File: src/rtl/sodc_pkg.sv
package sodc_pkg;

  // Input command codes
  typedef enum logic [1:0] {
    OP_SAMPLE = 2'd0,
    OP_RECAL  = 2'd1,
    OP_RESUME = 2'd2,
    OP_STOP   = 2'd3
  } opcode_t;

  // Result word kinds
  typedef enum logic [1:0] {
    KIND_DAC      = 2'd0,
    KIND_PROGRESS = 2'd1,
    KIND_REPORT   = 2'd2
  } kind_t;

  // Configuration register indexes
  typedef enum logic [1:0] {
    REG_WIN_LOW    = 2'd0,
    REG_WIN_HIGH   = 2'd1,
    REG_FIRST_STEP = 2'd2,
    REG_RECAL_STEP = 2'd3
  } reg_idx_t;

  localparam int SAMPLE_W = 12;
  localparam int DAC_W    = 16;

  localparam logic [SAMPLE_W-1:0] WIN_LOW_RST    = 12'd1997;
  localparam logic [SAMPLE_W-1:0] WIN_HIGH_RST   = 12'd2097;
  localparam logic [SAMPLE_W-1:0] FIRST_STEP_RST = 12'd1023;
  localparam logic [SAMPLE_W-1:0] RECAL_STEP_RST = 12'd200;
  localparam logic [DAC_W-1:0]    DAC_RST        = 16'd2047;
  localparam logic [SAMPLE_W-1:0] STEP_RST       = 12'd1023;

endpackage

File: src/rtl/sensor_offset_dac_calibrator.sv
// A result word is registered in the output stage before it reaches the out_ ports.
// Throughput: one input word per cycle while in_stall is low; the state update is a single add/compare stage.
// A two-entry output stage (result register plus skid register) lets input flow on
// while a result waits; in_stall rises only when both entries are full.
// Reset (rst_n low, synchronous): registers to defaults, DAC 2047, step 1023,
// calibration active in its first phase, reporting off, output stage empty.
module sensor_offset_dac_calibrator
  import sodc_pkg::*;
(
  input  logic                clk,
  input  logic                rst_n,
  // configuration
  input  logic                cfg_we,
  input  logic [1:0]          cfg_index,
  input  logic [SAMPLE_W-1:0] cfg_data,
  // input channel
  input  logic                in_valid,
  output logic                in_stall,
  input  logic [1:0]          in_opcode,
  input  logic [SAMPLE_W-1:0] in_sample,
  // result channel
  output logic                out_valid,
  input  logic                out_stall,
  output logic [1:0]          out_result_kind,
  output logic [DAC_W-1:0]    out_value,
  output logic                out_calibrating
);

  typedef enum logic [1:0] {
    PH_MOVE   = 2'd0,
    PH_CHECK  = 2'd1,
    PH_REPORT = 2'd2
  } phase_t;

  // configuration registers
  logic [SAMPLE_W-1:0] win_low_r, win_high_r, first_step_r, recal_step_r;

  // calibration state
  logic [DAC_W-1:0]    dac_r, dac_nxt;
  logic [SAMPLE_W-1:0] step_r, step_nxt;
  logic                dir_r, dir_nxt;
  phase_t              phase_r, phase_nxt;
  logic                active_r, active_nxt;
  logic                reached_r, reached_nxt;
  logic                from_cmd_r, from_cmd_nxt;
  logic                rep_on_r, rep_on_nxt;

  // output stage: head register and skid register
  logic                head_valid_r, skid_valid_r;
  logic [1:0]          head_kind_r, skid_kind_r;
  logic [DAC_W-1:0]    head_value_r, skid_value_r;
  logic                head_cal_r, skid_cal_r;

  // result of the current word
  logic                res_valid;
  kind_t               res_kind;
  logic [DAC_W-1:0]    res_value;
  logic                res_cal;

  logic                accept, pop;
  logic                at_low, at_high, in_win;
  logic [SAMPLE_W-1:0] step_fix;

  assign in_stall = skid_valid_r;
  assign accept   = in_valid && !in_stall;
  assign pop      = head_valid_r && !out_stall;

  assign out_valid       = head_valid_r;
  assign out_result_kind = head_kind_r;
  assign out_value       = head_value_r;
  assign out_calibrating = head_cal_r;

  // window compares
  assign at_low  = in_sample <= win_low_r;
  assign at_high = in_sample >= win_high_r;
  assign in_win  = (in_sample >= win_low_r) && (in_sample <= win_high_r);

  // configuration writes
  always_ff @(posedge clk) begin
    if (!rst_n) begin
      win_low_r    <= WIN_LOW_RST;
      win_high_r   <= WIN_HIGH_RST;
      first_step_r <= FIRST_STEP_RST;
      recal_step_r <= RECAL_STEP_RST;
    end else if (cfg_we) begin
      case (reg_idx_t'(cfg_index))
        REG_WIN_LOW:    win_low_r    <= cfg_data;
        REG_WIN_HIGH:   win_high_r   <= cfg_data;
        REG_FIRST_STEP: first_step_r <= cfg_data;
        REG_RECAL_STEP: recal_step_r <= cfg_data;
        default: ;
      endcase
    end
  end

  // per-word state update and result
  always_comb begin
    dac_nxt      = dac_r;
    step_nxt     = step_r;
    dir_nxt      = dir_r;
    phase_nxt    = phase_r;
    active_nxt   = active_r;
    reached_nxt  = reached_r;
    from_cmd_nxt = from_cmd_r;
    rep_on_nxt   = rep_on_r;
    res_valid    = 1'b0;
    res_kind     = KIND_DAC;
    res_value    = dac_r;
    res_cal      = 1'b1;
    step_fix     = step_r;

    case (opcode_t'(in_opcode))
      OP_RECAL: begin
        active_nxt   = 1'b1;
        phase_nxt    = PH_MOVE;
        from_cmd_nxt = 1'b1;
        reached_nxt  = 1'b0;
      end
      OP_RESUME: rep_on_nxt = 1'b1;
      OP_STOP:   rep_on_nxt = 1'b0;
      default: begin
        if (!active_r) begin
          res_valid = rep_on_r;
          res_kind  = KIND_REPORT;
          res_value = {{(DAC_W-SAMPLE_W){1'b0}}, in_sample};
          res_cal   = 1'b0;
        end else begin
          case (phase_r)
            // check window, adapt step
            PH_CHECK: begin
              if (in_win) begin
                reached_nxt = 1'b1;
              end else if (step_r == '0) begin
                step_fix = {{(SAMPLE_W-1){1'b0}}, 1'b1};
              end
              if ((at_low && dir_r) || (at_high && !dir_r)) begin
                step_nxt = step_fix >> 1;
              end else begin
                step_nxt = step_fix;
              end
              phase_nxt = PH_REPORT;
            end
            // progress report, maybe finish
            PH_REPORT: begin
              if (reached_r) begin
                active_nxt  = 1'b0;
                rep_on_nxt  = 1'b1;
                step_nxt    = from_cmd_r ? recal_step_r : first_step_r;
                reached_nxt = 1'b0;
              end
              phase_nxt = PH_MOVE;
              res_valid = 1'b1;
              res_kind  = KIND_PROGRESS;
              res_value = {{(DAC_W-SAMPLE_W){1'b0}}, in_sample};
            end
            // move the DAC (also any unused phase code)
            default: begin
              if (at_low) begin
                dac_nxt = dac_r - {{(DAC_W-SAMPLE_W){1'b0}}, step_r};
                dir_nxt = 1'b0;
              end else if (at_high) begin
                dac_nxt = dac_r + {{(DAC_W-SAMPLE_W){1'b0}}, step_r};
                dir_nxt = 1'b1;
              end
              reached_nxt = 1'b0;
              phase_nxt   = PH_CHECK;
              res_valid   = 1'b1;
              res_kind    = KIND_DAC;
              res_value   = dac_nxt;
            end
          endcase
        end
      end
    endcase
  end

  // calibration state registers
  always_ff @(posedge clk) begin
    if (!rst_n) begin
      dac_r      <= DAC_RST;
      step_r     <= STEP_RST;
      dir_r      <= 1'b0;
      phase_r    <= PH_MOVE;
      active_r   <= 1'b1;
      reached_r  <= 1'b0;
      from_cmd_r <= 1'b0;
      rep_on_r   <= 1'b0;
    end else if (accept) begin
      dac_r      <= dac_nxt;
      step_r     <= step_nxt;
      dir_r      <= dir_nxt;
      phase_r    <= phase_nxt;
      active_r   <= active_nxt;
      reached_r  <= reached_nxt;
      from_cmd_r <= from_cmd_nxt;
      rep_on_r   <= rep_on_nxt;
    end
  end

  // output stage control
  always_ff @(posedge clk) begin
    if (!rst_n) begin
      head_valid_r <= 1'b0;
      skid_valid_r <= 1'b0;
    end else begin
      if (pop || !head_valid_r) begin
        // head free this cycle: refill from skid, else from new result
        if (skid_valid_r) begin
          head_valid_r <= 1'b1;
          skid_valid_r <= 1'b0;
        end else begin
          head_valid_r <= accept && res_valid;
        end
      end else if (accept && res_valid) begin
        skid_valid_r <= 1'b1;
      end
    end
  end

  // output stage payload
  always_ff @(posedge clk) begin
    if (pop || !head_valid_r) begin
      if (skid_valid_r) begin
        head_kind_r  <= skid_kind_r;
        head_value_r <= skid_value_r;
        head_cal_r   <= skid_cal_r;
      end else if (accept && res_valid) begin
        head_kind_r  <= res_kind;
        head_value_r <= res_value;
        head_cal_r   <= res_cal;
      end
    end else if (accept && res_valid) begin
      skid_kind_r  <= res_kind;
      skid_value_r <= res_value;
      skid_cal_r   <= res_cal;
    end
  end

`ifndef ASSERT_OFF
  // skid entry is only ever filled behind a full head
  a_skid_behind_head: assert property (@(posedge clk) disable iff (!rst_n)
    skid_valid_r |-> head_valid_r)
    else $error("skid register full while head empty");

  // idle calibration always sits in its first phase
  a_idle_phase: assert property (@(posedge clk) disable iff (!rst_n)
    !active_r |-> phase_r == PH_MOVE)
    else $error("calibration idle outside first phase");

  // reports carry calibrating low, other kinds carry it high
  a_kind_cal: assert property (@(posedge clk) disable iff (!rst_n)
    head_valid_r |-> (head_cal_r == (head_kind_r != KIND_REPORT)))
    else $error("calibrating flag does not match result kind");

  // a drained head with nothing behind it and no new result goes empty
  a_drain: assert property (@(posedge clk) disable iff (!rst_n)
    pop && !skid_valid_r && !(accept && res_valid) |=> !head_valid_r)
    else $error("result word repeated after hand-over");

  // a first-phase sample during calibration advances to the check phase
  a_dac_phase: assert property (@(posedge clk) disable iff (!rst_n)
    accept && in_opcode == OP_SAMPLE && active_r && phase_r == PH_MOVE
      |=> phase_r == PH_CHECK)
    else $error("first phase did not advance");
`endif

endmodule

File: config.mk
export PLATFORM = sky130hd
export DESIGN_NAME = sensor_offset_dac_calibrator
export DESIGN_NICKNAME = d
export VERILOG_FILES = /design/src/rtl/sodc_pkg.sv /design/src/rtl/sensor_offset_dac_calibrator.sv
export SDC_FILE = /design/constraint.sdc
export NUM_CORES = 1
export LEC_CHECK = 0
export ABC_AREA = 1
export ABC_CLOCK_PERIOD_IN_PS = 5700
export BUFFER_PORTS_ARGS = -buffer_cell sky130_fd_sc_hd__clkbuf_2
export CAP_MARGIN = 10
export CORE_UTILIZATION = 50
export CTS_BUF_LIST = sky130_fd_sc_hd__clkbuf_4
export CTS_CLUSTER_SIZE = 28
export DETAILED_ROUTE_END_ITERATION = 8
export PLACE_DENSITY = 0.67
export SLEW_MARGIN = 20
export SYNTH_ARGS = -nofsm -noshare
export SYNTH_HDL_FRONTEND = slang
export SYNTH_SLANG_ARGS = --single-unit
File: constraint.sdc
create_clock -name clk -period 5.7 [get_ports clk]
set_input_delay 0.855 -clock clk [delete_from_list [all_inputs] [get_ports clk]]
set_output_delay 0.855 -clock clk [all_outputs]
set_load 0.01 [all_outputs]
# Word-level counts from Yosys, hierarchy flattened
# Cells that the tools add are included.
# word_totals
elab_cells	128
regBits	123
out_inout_bits	21
# classes
n_reduce_logical	40
addsub	2
n_bitwise	6
eq_ne	12
mux	43
magnitude_cmp	4
# ops
operator	count
$mux W16	6
$mux W12	5
$pmux W16 S2	1
$ge A12 B12 Y1	2
$le A12 B12 Y1	2
$pmux W12 S2	1
$mux W1	20
$add A16 B12 Y16	1
$reduce_and A2 Y1	8
$sub A16 B12 Y16	1
$reduce_and A5 Y1	3
$logic_not A12 Y1	1
$eq A2 B2 Y1 const B	5
$mux W2	5
$reduce_bool A3 Y1	3
$pmux W2 S2	2
$reduce_and A4 Y1	2
$reduce_bool A2 Y1	4
$reduce_and A7 Y1	1
$eq A2 B1 Y1 const B	3
$logic_and A1 B1 Y1	6
$ne A3 B3 Y1 const B	2
$not A1 Y1	6
$reduce_or A2 Y1	3
other kinds (9)	14

# Depth between registers and ports, before layout
# logic_depth
ltp_word	8
mapped_depth	20
ltp_nobuf	19

# Least setup slack after synthesis
# No wires, ideal clock.
# synth_path
path_kind	input port to flip-flop
start	in in_opcode[0]
end	reg head_cal_r (netlist: out_calibrating), enable pin
t_arrival_ns	2.973
stages	7
setup_ns	0.424
path_buffers	0
path_slack_ns	2.303
required_time_ns	5.276
path_cell_list	nor2_2 inv_1 nor2_1 inv_2 nor2_4 a32oi_1 a21boi_0
# synth_via
elab_chain_cells	6
word_cells_on_any_way	8
classes_between	eq/ne (3); mux (1); reduce/logical (4)
# synth_lines
element	line	source
start: declaration	sensor_offset_dac_calibrator.sv:19	input logic [1:0] in_opcode,
$eq A2 B2 Y1 or $eq A2 B1 Y1 (tied branches)	sensor_offset_dac_calibrator.sv:112	case (opcode_t'(in_opcode))
$reduce_or A3 Y1 (no line) *	n/a	
$mux W1 *	sensor_offset_dac_calibrator.sv:112	
$logic_and A1 B1 Y1 *	sensor_offset_dac_calibrator.sv:227	end else if (accept && res_valid) begin
$reduce_bool A2 Y1 (no line) *	n/a	
$reduce_and A2 Y1 (no line) *	n/a	
end signal: assignment	sensor_offset_dac_calibrator.sv:226	head_cal_r <= skid_cal_r;
end signal: assignment	sensor_offset_dac_calibrator.sv:230	head_cal_r <= res_cal;
end: declaration	sensor_offset_dac_calibrator.sv:52	logic head_cal_r, skid_cal_r;
# Every way passes the cells marked *; elsewhere a longest branch is shown, timed or not.
# A chain may end at the register's enable or synchronous reset.

# Worst setup path in the final report
# layout_path
start	in in_opcode[0]
end	reg head_value_r[3] (netlist: out_value[3]), enable pin
# layout_via
elab_chain_cells	6
word_cells_on_any_way	8
classes_between	eq/ne (3); mux (1); reduce/logical (4)
# layout_lines
element	line	source
$eq A2 B2 Y1 or $eq A2 B1 Y1 (tied branches)	sensor_offset_dac_calibrator.sv:112	
$reduce_or A3 Y1 (no line) *	n/a	
$mux W1 *	sensor_offset_dac_calibrator.sv:112	
$logic_and A1 B1 Y1 *	sensor_offset_dac_calibrator.sv:227	
$reduce_bool A2 Y1 (no line) *	n/a	
$reduce_and A2 Y1 (no line) *	n/a	
end signal: assignment	sensor_offset_dac_calibrator.sv:225	head_value_r <= skid_value_r;
end signal: assignment	sensor_offset_dac_calibrator.sv:229	head_value_r <= res_value;
end: declaration	sensor_offset_dac_calibrator.sv:51	logic [DAC_W-1:0] head_value_r, skid_value_r;
# Marks and branches as above.

==> metrics.yaml <==
status: "finished clean"
tightest_slew_ns: 0.989
synth_top_area_share_pct: 21.6
fin_crit_sh_pct: 55.7
hold_class: "reg -> reg"
routed-via-count: 7345
max_freq_mhz: 315
power_density_nw_per_um2: 238
ys_warn_count: 0
cp_cell_sequence: "clkbuf_2 > nor2_2 > inv_1 > nor2_1 > a32oi_1 > a21boi_2"
synth-seq-area-share_pct: 36.0
cts_max_path_buffers: 2
power_mw: 2.02
routabilityCongestion: 0.926
cts_max_level: 4
rows: 45
rsz0062_at_grt: "no"
finalNetCount: 1244
ctsHoldBuffers: 0
hpwlAfterDp_um: 15500
synthCells: 1130
firstDrtPassIters: 5
multiInputGateArea_um2: 4260
syn_area_um2: 7890
synth-edff-count: 38
remaining_drc_errors: 0
dieHeight_um: 128
fp.dieW_um: 128
drive_gt1_share_pct: 10.1
synth_top_cells_by_area: "dfxtp_1, nand2_1, edfxtp_1, ha_1, a21oi_1"
routed_wl_um: 20700
worstPathArrival_ns: 3.34
slew_headroom_pct: 33.7
min_period_ns: 3.18
grt_max_degree: 67
leakagePower_nw: 4.12
num-fill-cells: 1555
dieArea_um2: 16300
cp.required_ns: 5.86
cts_root_buf: "clkbuf_4"
yosysUniqueCellTypes: 45
slew_viol_final: 0
synth_flop_cell: "dfxtp_1"
wl_per_cell_um: 15.0
port_buffers: 53
syn_nets: 1215
grt_pass1_wl_um: 33200
hold_viol: 0
final-setup-viol-count: 0
grt-ovfl-total: 0
seqCellArea_um2: 2840
cts_buffers: 17
vias_per_cell: 5.31
irDropWorstVdd_mv: 0.177
antenna_left: 0
grt_pass1_vias: 6615
async_flop_share_pct: 0
skew_ns: 0.0275
slowest_stage: "a21boi_2"
fp.coreArea_um2: 15300
postCtsResizedCells: 0
cts_sinks: 123
track_usage_pct: 26.4
crit_fanout: 19
ios: 54
max_cap_violations: 0
yosysTopAreaCell: "dfxtp_1"
slowest_delay_ns: 0.86
cp-start-kind: "input port"
worst_skew_pair.late_latency_ns: 0.55
ys_ff_latch: 123
path_clk_slew_ns: 0.10
initial_utilization_pct: 51.5
avgSynthCellArea_um2: 6.98
antenna_found_initial: 1
fin_tns_setup_ns: 0
drt_iter0_drc: 588
critPathKind: "in -> reg"
syn2layout_area_growth_pct: 7.76
cts_tree: "done"
end_kind: "flip-flop"
post_cts_buffers: 0
sequential cells by signal, indices dropped and copies added (netlist names), 2 cells and up:
signal           flops
skid_kind_r          2
first_step_r        12
recal_step_r        12
phase_r              2
step_r              12
win_low_r           12
out_result_kind      2
win_high_r          12
skid_value_r        16
dac_r               16
out_value           16
power by group:
part	internal (mW)	switching [mW]	leakage, nW
registers	0.938	0.0245	1.04
clock network	0.274	0.349	0.155
logic	0.142	0.294	2.93
total	1.35	0.667	4.12
Yosys cell counts (all sizes together) (10+ instances only):
library cell / instances
a21oi: 105
buf: 20
clkbuf: 28
dfxtp: 85
edfxtp: 38
ha: 50
inv: 142
nand2: 328
nand3: 77
nand4: 11
nor2: 74
nor3: 10
o211ai: 16
o21ai: 102
xor2: 15
cell type report:
class,count,area share (%)
Clock inverter,12,1.68
Tap cell,211,3.11
Clock buffer,19,1.68
Timing Repair Buffer,58,3.56
Inverter,144,6.36
Multi-Input combinational cell,815,50.1
Antenna cell,1,0.0294
Sequential cell,123,33.4
routing by layer:
layer  global-route usage, %  routed length [um]  part of all wire, %  up-vias
li1                        -                   -                    -     3760
met1                    35.2                9620                   47     3364
met2                    44.0                9760                   47      187
met3                    3.56                 866                  4.2       34
met4                    9.00                 428                  2.1        0
met5                       0                   0                    0        -
critical path: cells and delay by family:
kind	cells	cell delay (ns)
AOI/OAI and AO/OA	2	1.17
and+or+nand+nor	2	0.92
buffers and inverters	2	0.38
cell usage in the layout, fill, tap and decap left out, types with 2 or more instances in the layout:
| cell type | instances |
|---|---|
| inv_1 | 135 |
| nand4_1 | 10 |
| fa_1 | 2 |
| nand3_1 | 75 |
| o21bai_1 | 7 |
| edfxtp_1 | 38 |
| xor2_1 | 15 |
| nor2_2 | 3 |
| clkbuf_4 | 19 |
| nand2_1 | 318 |
| xnor2_1 | 2 |
| nand3_2 | 2 |
| o211ai_1 | 16 |
| nor2_8 | 2 |
| clkinv_4 | 5 |
| o22ai_1 | 2 |
| nor2_1 | 68 |
| nor3_1 | 10 |
| a21oi_1 | 104 |
| o21ai_0 | 95 |
| inv_2 | 7 |
| bufinv_16 | 2 |
| dfxtp_1 | 85 |
| clkbuf_2 | 53 |
| o21ai_1 | 7 |
| nand2_2 | 10 |
| clkinv_1 | 2 |
| buf_4 | 5 |
| a22o_1 | 3 |
| ha_1 | 50 |
worst paths after layout:
| check | startpoint | end | slack, ns | cells past startpoint |
|---|---|---|---|---|
| min | reached_r$_SDFFE_PN0P_ | reached_r$_SDFFE_PN0P_ | 0.46 | 2 |
| min reg2reg | reached_r$_SDFFE_PN0P_ | reached_r$_SDFFE_PN0P_ | 0.46 | 2 |
| max reg2reg | in_stall$_SDFFE_PP0P_ | out_value[3]$_DFFE_PP_ | 2.85 | 6 |
| max | in_opcode[0] | out_value[3]$_DFFE_PP_ | 2.52 | 6 |
stage by stage:
stage	hold slack (ns)	setup slack, ns	utilization, %	instances	area (um^2)
2_1_floorplan	0.424	2.30	-	1130	7890
4_1_cts	0.463	2.49	55.5	1382	8500
5_1_grt	0.495	2.20	55.5	1383	8500
3_5_place_dp	0.443	1.93	53.6	1351	8210
6_report	0.459	2.52	55.5	1383	8500
3_3_place_gp	0.433	2.03	53.6	1351	8210
kinds of logic (layout without fill, tap and decap cells):
logic type,Yosys count,count (layout),share of synthesized area [%]
flops,123,123,36.0
other cells,0,1,0
fa+ha+maj,52,52,8.44
simple gates,503,503,27.0
compound gates,243,243,16.7
xor+xnor,17,17,1.89
buf+inv,192,233,9.98
Note: power is estimated with default switching activity, not from simulation.
